==> config.mk <==
export PLATFORM = sky130hd
export DESIGN_NAME = json_string_escaper_utf8_unit
export DESIGN_NICKNAME = d
export VERILOG_FILES = /design/src/rtl/jse_pkg.sv /design/src/rtl/json_string_escaper_utf8_unit.sv /design/src/rtl/jse_front.sv /design/src/rtl/jse_queue.sv /design/src/rtl/jse_back.sv
export VERILOG_INCLUDE_DIRS = /design/src /design/src/rtl
export SDC_FILE = /design/constraint.sdc
export NUM_CORES = 1
export LEC_CHECK = 0
export BUFFER_PORTS_ARGS = -buffer_cell sky130_fd_sc_hd__buf_4
export CAP_MARGIN = 5
export CORE_MARGIN = 5
export CORE_UTILIZATION = 25
export DETAILED_ROUTE_END_ITERATION = 16
export PLACE_DENSITY = 0.43
export SLEW_MARGIN = 40
export SYNTH_ARGS = -nofsm -noshare
export SYNTH_HDL_FRONTEND = slang
export SYNTH_SLANG_ARGS = --single-unit
==> constraint.sdc <==
create_clock -name clk -period 3.15 [get_ports clk]
set_input_delay 0.4725 -clock clk [delete_from_list [all_inputs] [get_ports clk]]
set_output_delay 0.4725 -clock clk [all_outputs]
set_load 0.02 [all_outputs]
==> src/rtl/json_string_escaper_utf8_unit_assert.svh <==
// Assertion macros for the escaper. Each expects clk and rst_n in scope.
`ifndef JSON_STRING_ESCAPER_UTF8_UNIT_ASSERT_SVH
`define JSON_STRING_ESCAPER_UTF8_UNIT_ASSERT_SVH

// Flag any cycle at which expr holds.
`define JSE_ASSERT_NEVER(label, expr, msg) \
    label: assert property (@(posedge clk) disable iff (!rst_n) !(expr)) \
        else $error(msg);

// Require cons in the same cycle as ante.
`define JSE_ASSERT_IMPLY(label, ante, cons, msg) \
    label: assert property (@(posedge clk) disable iff (!rst_n) (ante) |-> (cons)) \
        else $error(msg);

`endif

==> src/rtl/jse_pkg.sv <==
package jse_pkg;

    localparam int MAX_BYTES = 12;
    localparam int IDX_W     = 4;

    typedef struct packed {
        logic [15:0] code_unit;
        logic        string_last;
    } unit_t;

    typedef struct packed {
        logic [7:0] out_byte;
        logic       run_last;
        logic       string_end;
    } result_t;

    // All bytes caused by one accepted code unit, byte 0 goes out first.
    typedef struct packed {
        logic [MAX_BYTES-1:0][7:0] data;
        logic [IDX_W-1:0]          count;
        logic                      last;
    } job_t;

endpackage

==> src/rtl/json_string_escaper_utf8_unit.sv <==
// JSON string escaper: takes UTF-16 code units, one per transaction, and sends out the
// bytes of the escaped UTF-8 text, one byte per transaction, with run_last on the final
// byte of each unit's output and string_end on the final byte of the string. The front
// classifies each unit and pairs surrogates; the back serializes bytes through an output
// register, so the output port moves one byte per cycle while jobs wait and byte_stall
// is low. A unit produces one byte for plain ASCII, 2 to 6 for escapes and multi-byte
// forms, up to 12 when an unpaired held surrogate is flushed ahead of an escaped unit.
// A held high surrogate produces no bytes until the next unit arrives. A QUEUE_DEPTH deep
// job queue between front and back absorbs bursts; the input stalls only while it is full.
`include "json_string_escaper_utf8_unit_assert.svh"

module json_string_escaper_utf8_unit #(
    parameter int QUEUE_DEPTH = 4
) (
    input  logic             clk,
    input  logic             rst_n,
    input  logic             unit_valid,
    output logic             unit_stall,
    input  jse_pkg::unit_t   unit_data,
    output logic             byte_valid,
    input  logic             byte_stall,
    output jse_pkg::result_t byte_data
);

    logic          push;
    logic          pop;
    logic          q_full;
    logic          head_valid;
    logic          last_accept;
    jse_pkg::job_t wr_job;
    jse_pkg::job_t head;

    jse_front u_front (
        .clk        (clk),
        .rst_n      (rst_n),
        .unit_valid (unit_valid),
        .unit_stall (unit_stall),
        .unit_data  (unit_data),
        .q_full     (q_full),
        .push       (push),
        .job        (wr_job)
    );

    jse_queue #(
        .DEPTH (QUEUE_DEPTH)
    ) u_queue (
        .clk        (clk),
        .rst_n      (rst_n),
        .push       (push),
        .wr_job     (wr_job),
        .pop        (pop),
        .head       (head),
        .head_valid (head_valid),
        .full       (q_full)
    );

    jse_back u_back (
        .clk        (clk),
        .rst_n      (rst_n),
        .head       (head),
        .head_valid (head_valid),
        .pop        (pop),
        .byte_valid (byte_valid),
        .byte_stall (byte_stall),
        .byte_data  (byte_data)
    );

    assign last_accept = unit_valid && !unit_stall && unit_data.string_last;

    `JSE_ASSERT_NEVER(a_queue_no_overflow, push && q_full, "job pushed into a full queue")
    `JSE_ASSERT_IMPLY(a_last_unit_pushes, last_accept, push, "string end gave no bytes")
    `JSE_ASSERT_IMPLY(a_pop_needs_head, pop, head_valid && head.count != '0, "pop with no job")

endmodule

==> src/rtl/jse_front.sv <==
module jse_front (
    input  logic           clk,
    input  logic           rst_n,
    input  logic           unit_valid,
    output logic           unit_stall,
    input  jse_pkg::unit_t unit_data,
    input  logic           q_full,
    output logic           push,
    output jse_pkg::job_t  job
);

    localparam logic [7:0] CH_QUOTE  = 8'h22;
    localparam logic [7:0] CH_BSLASH = 8'h5c;
    localparam logic [7:0] CH_ZERO   = 8'h30;
    localparam logic [7:0] CH_U      = 8'h75;
    localparam logic [7:0] CH_B      = 8'h62;
    localparam logic [7:0] CH_F      = 8'h66;
    localparam logic [7:0] CH_N      = 8'h6e;
    localparam logic [7:0] CH_R      = 8'h72;
    localparam logic [7:0] CH_T      = 8'h74;
    localparam logic [7:0] CTL_BS    = 8'h08;
    localparam logic [7:0] CTL_TAB   = 8'h09;
    localparam logic [7:0] CTL_LF    = 8'h0a;
    localparam logic [7:0] CTL_FF    = 8'h0c;
    localparam logic [7:0] CTL_CR    = 8'h0d;

    function automatic logic [7:0] hex_char(input logic [3:0] v);
        return (v < 4'ha) ? (8'h30 + {4'h0, v}) : (8'h57 + {4'h0, v});
    endfunction

    logic             pending_valid_reg, pending_valid_next;
    logic [9:0]       pending_high_reg, pending_high_next;
    logic [15:0]      u;
    logic             last;
    logic             accept;
    logic             is_sur, is_high, is_low;
    logic [5:0][7:0]  unit_bytes;
    logic [2:0]       unit_cnt;
    logic [5:0][7:0]  flush_bytes;
    logic [20:0]      cp;

    assign u       = unit_data.code_unit;
    assign last    = unit_data.string_last;
    assign is_sur  = (u[15:11] == 5'b11011);
    assign is_high = is_sur && !u[10];
    assign is_low  = is_sur && u[10];

    assign unit_stall = q_full;
    assign accept     = unit_valid && !q_full;
    assign push       = accept && (job.count != '0);

    // Encode the unit as if nothing were held.
    always_comb
    begin
        unit_bytes = '0;
        unit_cnt   = '0;
        priority if (u[15:7] == '0)
        begin
            if (u[6:5] == 2'b00 || u[7:0] == CH_QUOTE || u[7:0] == CH_BSLASH)
            begin
                unit_bytes[0] = CH_BSLASH;
                unit_cnt      = 3'd2;
                unique case (u[7:0])
                    CH_QUOTE:  unit_bytes[1] = CH_QUOTE;
                    CH_BSLASH: unit_bytes[1] = CH_BSLASH;
                    CTL_BS:    unit_bytes[1] = CH_B;
                    CTL_FF:    unit_bytes[1] = CH_F;
                    CTL_LF:    unit_bytes[1] = CH_N;
                    CTL_CR:    unit_bytes[1] = CH_R;
                    CTL_TAB:   unit_bytes[1] = CH_T;
                    default:
                    begin
                        unit_bytes[1] = CH_U;
                        unit_bytes[2] = CH_ZERO;
                        unit_bytes[3] = CH_ZERO;
                        unit_bytes[4] = hex_char(u[7:4]);
                        unit_bytes[5] = hex_char(u[3:0]);
                        unit_cnt      = 3'd6;
                    end
                endcase
            end
            else
            begin
                unit_bytes[0] = u[7:0];
                unit_cnt      = 3'd1;
            end
        end
        else if (u[15:11] == '0)
        begin
            unit_bytes[0] = {3'b110, u[10:6]};
            unit_bytes[1] = {2'b10, u[5:0]};
            unit_cnt      = 3'd2;
        end
        else if (!is_sur)
        begin
            unit_bytes[0] = {4'b1110, u[15:12]};
            unit_bytes[1] = {2'b10, u[11:6]};
            unit_bytes[2] = {2'b10, u[5:0]};
            unit_cnt      = 3'd3;
        end
        else if (is_high && !last)
        begin
            unit_cnt = '0;
        end
        else
        begin
            unit_bytes[0] = CH_BSLASH;
            unit_bytes[1] = CH_U;
            unit_bytes[2] = hex_char(u[15:12]);
            unit_bytes[3] = hex_char(u[11:8]);
            unit_bytes[4] = hex_char(u[7:4]);
            unit_bytes[5] = hex_char(u[3:0]);
            unit_cnt      = 3'd6;
        end
    end

    assign flush_bytes[0] = CH_BSLASH;
    assign flush_bytes[1] = CH_U;
    assign flush_bytes[2] = hex_char(4'hd);
    assign flush_bytes[3] = hex_char({2'b10, pending_high_reg[9:8]});
    assign flush_bytes[4] = hex_char(pending_high_reg[7:4]);
    assign flush_bytes[5] = hex_char(pending_high_reg[3:0]);

    assign cp = 21'h10000 + {1'b0, pending_high_reg, u[9:0]};

    always_comb
    begin
        job.data  = '0;
        job.count = '0;
        job.last  = last;
        priority if (pending_valid_reg && is_low)
        begin
            job.data[0] = {5'b11110, cp[20:18]};
            job.data[1] = {2'b10, cp[17:12]};
            job.data[2] = {2'b10, cp[11:6]};
            job.data[3] = {2'b10, cp[5:0]};
            job.count   = jse_pkg::IDX_W'(4);
        end
        else if (pending_valid_reg)
        begin
            job.data[5:0]  = flush_bytes;
            job.data[11:6] = unit_bytes;
            job.count      = jse_pkg::IDX_W'(6) + jse_pkg::IDX_W'(unit_cnt);
        end
        else
        begin
            job.data[5:0] = unit_bytes;
            job.count     = jse_pkg::IDX_W'(unit_cnt);
        end
    end

    // Hold a high surrogate until the next accepted unit pairs or flushes it; one that ends a string is not held.
    always_comb
    begin
        pending_valid_next = pending_valid_reg;
        pending_high_next  = pending_high_reg;
        if (accept)
        begin
            pending_valid_next = is_high && !last;
            pending_high_next  = (is_high && !last) ? u[9:0] : '0;
        end
    end

    always_ff @(posedge clk or negedge rst_n)
    begin
        if (!rst_n)
        begin
            pending_valid_reg <= 1'b0;
            pending_high_reg  <= '0;
        end
        else
        begin
            pending_valid_reg <= pending_valid_next;
            pending_high_reg  <= pending_high_next;
        end
    end

endmodule

==> src/rtl/jse_queue.sv <==
module jse_queue #(
    parameter int DEPTH = 4
) (
    input  logic          clk,
    input  logic          rst_n,
    input  logic          push,
    input  jse_pkg::job_t wr_job,
    input  logic          pop,
    output jse_pkg::job_t head,
    output logic          head_valid,
    output logic          full
);

    localparam int PTR_W = (DEPTH > 1) ? $clog2(DEPTH) : 1;
    localparam int CNT_W = $clog2(DEPTH + 1);

    jse_pkg::job_t    mem_reg [DEPTH];
    logic [PTR_W-1:0] wr_ptr_reg, wr_ptr_next;
    logic [PTR_W-1:0] rd_ptr_reg, rd_ptr_next;
    logic [CNT_W-1:0] count_reg, count_next;

    function automatic logic [PTR_W-1:0] ptr_inc(input logic [PTR_W-1:0] p);
        return (p == PTR_W'(DEPTH - 1)) ? '0 : p + 1'b1;
    endfunction

    assign head       = mem_reg[rd_ptr_reg];
    assign head_valid = (count_reg != '0);
    assign full       = (count_reg == CNT_W'(DEPTH));

    always_comb
    begin
        wr_ptr_next = push ? ptr_inc(wr_ptr_reg) : wr_ptr_reg;
        rd_ptr_next = pop ? ptr_inc(rd_ptr_reg) : rd_ptr_reg;
        unique case ({push, pop})
            2'b10:   count_next = count_reg + 1'b1;
            2'b01:   count_next = count_reg - 1'b1;
            default: count_next = count_reg;
        endcase
    end

    always_ff @(posedge clk or negedge rst_n)
    begin
        if (!rst_n)
        begin
            wr_ptr_reg <= '0;
            rd_ptr_reg <= '0;
            count_reg  <= '0;
        end
        else
        begin
            wr_ptr_reg <= wr_ptr_next;
            rd_ptr_reg <= rd_ptr_next;
            count_reg  <= count_next;
        end
    end

    always_ff @(posedge clk)
    begin
        if (push)
        begin
            mem_reg[wr_ptr_reg] <= wr_job;
        end
    end

endmodule

==> src/rtl/jse_back.sv <==
module jse_back (
    input  logic             clk,
    input  logic             rst_n,
    input  jse_pkg::job_t    head,
    input  logic             head_valid,
    output logic             pop,
    output logic             byte_valid,
    input  logic             byte_stall,
    output jse_pkg::result_t byte_data
);

    logic [jse_pkg::IDX_W-1:0] idx_reg, idx_next;
    logic                      out_valid_reg, out_valid_next;
    jse_pkg::result_t          out_data_reg, out_data_next;
    logic                      load;
    logic                      last_byte;

    assign load      = head_valid && (!out_valid_reg || !byte_stall);
    assign last_byte = (idx_reg == head.count - 1'b1);
    assign pop       = load && last_byte;

    assign byte_valid = out_valid_reg;
    assign byte_data  = out_data_reg;

    always_comb
    begin
        idx_next       = idx_reg;
        out_valid_next = out_valid_reg && byte_stall;
        out_data_next  = out_data_reg;
        if (load)
        begin
            out_valid_next           = 1'b1;
            out_data_next.out_byte   = head.data[idx_reg];
            out_data_next.run_last   = last_byte;
            out_data_next.string_end = last_byte && head.last;
            idx_next                 = last_byte ? '0 : idx_reg + 1'b1;
        end
    end

    always_ff @(posedge clk or negedge rst_n)
    begin
        if (!rst_n)
        begin
            idx_reg       <= '0;
            out_valid_reg <= 1'b0;
        end
        else
        begin
            idx_reg       <= idx_next;
            out_valid_reg <= out_valid_next;
        end
    end

    always_ff @(posedge clk)
    begin
        out_data_reg <= out_data_next;
    end

endmodule
==> impl_metrics.tcl <==
set metrics [dict create \
    r2r_end "u_queue.count_reg[2]" \
    final-max-slew-violation-count 0 \
    rsz0062_at_grt "yes" \
    drt_pre_antenna_iters 4 \
    min_to "u_back.byte_valid" \
    worstSetupStartpointType "flip-flop" \
    postSynth.topFlopCell "edfxtp_1" \
    root_buffer "clkbuf_16" \
    clockPowerShare 0.272 \
    largest_reg_flops 384 \
    drtAntennaViolNets 0 \
    synth_area_leaders "edfxtp_1 66%, mux4_2 15%, dfrtp_1 3.2%" \
    yosysTopAreaCellShare 0.6560 \
    rrSetupSlack_ps 100 \
    drtIter0Drc 926 \
    clkTransAtPathRegs_ps 60 \
    die_y_um 278.6 \
    highest_layer "met5" \
    overflow 0 \
    hpwl_mm 35.37 \
    clock_skew_ps 14.34 \
    area_growth_pct 23.51 \
    drt-vias-per-instance 4.594 \
    worst_pin_slew_ps 769.4 \
    avgSynthCellArea_um2 17.27 \
    synthTopCellsByCount "394 x edfxtp_1, 117 x mux4_2, 79 x nand2_1" \
    cap_violations 0 \
    holdPathStages 3 \
    portBuffers 32 \
    fmax_mhz 328.0 \
    drive_above_1_share 0.3328 \
    clock_path_buffers 3 \
    grt_pass1_vias 10470 \
    clock_sinks 417 \
    synth.most_common_cell "edfxtp_1" \
    ir_drop_uv 423.1 \
    hold_path.class "in -> reg" \
    wirelength_mm 51.17 \
    met2_length_mm 23.59 \
    finalCriticalPeriod_ps 3048 \
    syn_inst 1044 \
    antenna_found_initial 4 \
    fin_nets 1277 \
    routed-wl-met3_mm 2.485 \
    synth.cell_area_mm2 0.01803 \
    slew_headroom 0.4816 \
    yosysSeqAreaShare 0.6879 \
    worst_setup_path_end_kind "flip-flop" \
    initial_core_util 0.2523 \
    swShare 0.2939 \
    coreArea_mm2 0.07149 \
    async_flop_share 0.05516 \
    dpl_cell_area_mm2 0.02067 \
    ys_types 68 \
    fin_crit_sh 0.9678 \
    n_fill_cell 6941 \
    multi_input_area_mm2 0.005330 \
    critPathKind "reg -> reg" \
    grt_max_degree 55 \
    gp_congestion 0.9176 \
    cp.arrival_ps 3550 \
    min_from "byte_stall" \
    hold_viol_final 0 \
    ioPinCount 33 \
    r2r_start "u_queue.rd_ptr_reg[0]" \
    h-tree-depth 2 \
    power_density_mw_per_mm2 840.6 \
    wl_met1_mm 24.24 \
    synth_nets 1092 \
    p_comb_frac 0.319 \
    p_int_w 0.01322 \
    setup_viol 0 \
    register_area_mm2 0.01242 \
    row_count 98 \
    cts_tree "done" \
    cp.required_ps 3650 \
    cts_inserted_buffers 46 \
    final_cells 2215 \
    synth_edf_count 394 \
    dp.cells 2119 \
    dr_total_vias 10180 \
    rr_worst_depth 15 \
    die_area_mm2 0.07761 \
    synth_area_leader_cell "edfxtp_1" \
    design_area_mm2 0.02228 \
    p_total_w 0.01873 \
    status "completed" \
    fp.dieW_um 278.6 \
    seqPwrFrac 0.409 \
    routedWlPerCell_um 23.10 \
    detail_route.drc_violations 0 \
    ys_warn_count 0 \
    clk_latency_ps 570 \
    grt_pass1_wl_mm 74.89 \
    yosys_register_bits 417 \
    critPathMaxFanout 3 \
    grt.total_usage 0.1298 \
    p_switching_w 0.005503 \
    leakagePower_nw 7.555 \
]
## what timing repair did
action                                 4_1_cts  5_1_grt
setup buffers                                6        5
hold buffers                                 1        0
endpoints found under the hold margin       23        0
pin swaps                                    5        7
gates resized for setup                      7       10
setup endpoints to repair                    1       16
## cell type report
class | instances | share of cell area
repair buffers | 198 | 0.08044
well taps | 950 | 0.05336
diodes | 3 | 0.0003370
flip-flops and latches | 417 | 0.5574
inverters | 36 | 0.006066
multi-input cells | 530 | 0.2393
clock inverters | 22 | 0.008313
clock buffers | 59 | 0.05482
## power groups by stage
stage	combinational [W]	sequential [W]	clock (W)
after floorplan	0.00359	0.00773	0
after global placement	0.00589	0.00775	0
after detailed placement	0.00592	0.00777	0
after CTS	0.00603	0.00767	0.00526
after global routing	0.00645	0.00775	0.00550
final	0.00597	0.00766	0.00510
## layout by cell type (no fill, tap or decap), types with 4 or more instances in the layout
cell / instances
a21o_1: 8
a21oi_1: 33
a22oi_1: 11
a31oi_1: 4
and2_1: 6
and2_4: 4
and3_1: 8
buf_12: 22
buf_4: 172
clkbuf_1: 12
clkbuf_16: 47
clkinv_1: 11
clkinv_2: 5
dfrtp_1: 20
edfxtp_1: 394
ha_1: 23
inv_1: 30
inv_2: 5
mux2_4: 4
mux4_2: 117
nand2_1: 78
nand2_2: 5
nand3_1: 10
nor2_1: 59
nor2b_1: 6
nor3_1: 12
o211ai_1: 4
o21ai_0: 39
o22ai_1: 22
o31ai_1: 4
xnor2_1: 8
xor2_1: 6
## logic make-up after synthesis
| group | share of synthesized area |
|---|---|
| xor gates and xnor gates | 0.008187 |
| and+or+nand+nor | 0.05613 |
| DFF | 0.6879 |
| buffers and inverters | 0.02380 |
| AOI/OAI and AO/OA | 0.05370 |
| muxes | 0.1511 |
| adders and majority gates | 0.01915 |
## how the worst max path moves through the flow
stage | slack (ps) | cells after the start | start | end
6_report | 100 | 15 | u_queue.rd_ptr_reg[0] | u_queue.count_reg[2]
5_1_grt | -40 | 15 | u_queue.rd_ptr_reg[0] | u_queue.count_reg[2]
4_1_cts | 0.1 | 14 | u_queue.rd_ptr_reg[0] | u_queue.count_reg[2]
3_5_place_dp | -490 | 14 | unit_data[11] | u_queue.mem_reg[1][48]
3_3_place_gp | -470 | 17 | unit_data[11] | u_queue.count_reg[2]
2_1_floorplan | -510 | 11 | unit_data[12] | u_queue.mem_reg[0][0]
## worst max-delay path, cell delays in order, from the launching register on
cell	delay, ps
dfrtp_4	450
mux4_2	560
inv_2	110
ha_4	160
xor2_4	70
nor2_4	150
o21ai_2	90
a311oi_4	330
nand2_4	90
inv_2	70
ha_4	130
inv_2	30
fa_2	320
xor2_1	140
nor2_1	120
xor2_1	150
## through the flow
stage,setup TNS [ps],utilization,hold slack [ps],setup WS [ps]
5_1_grt,-44.38,0.3115,84.21,-44.38
4_1_cts,0,0.3101,60.19,0.1057
6_report,0,0.3116,97.65,101.6
3_5_place_dp,-158770,0.2892,431.0,-486.4
3_3_place_gp,-142920,0.2892,431.2,-471.4
2_1_floorplan,-194770,-,176.9,-505.9
## routing by layer
metal | global-route usage | up-vias
met4 | 0.03030 | 2
met3 | 0.02416 | 54
met1 | 0.1900 | 5344
met2 | 0.2016 | 227
li1 | - | 4549
met5 | 0 | -
(Power assumes the default switching activity.)
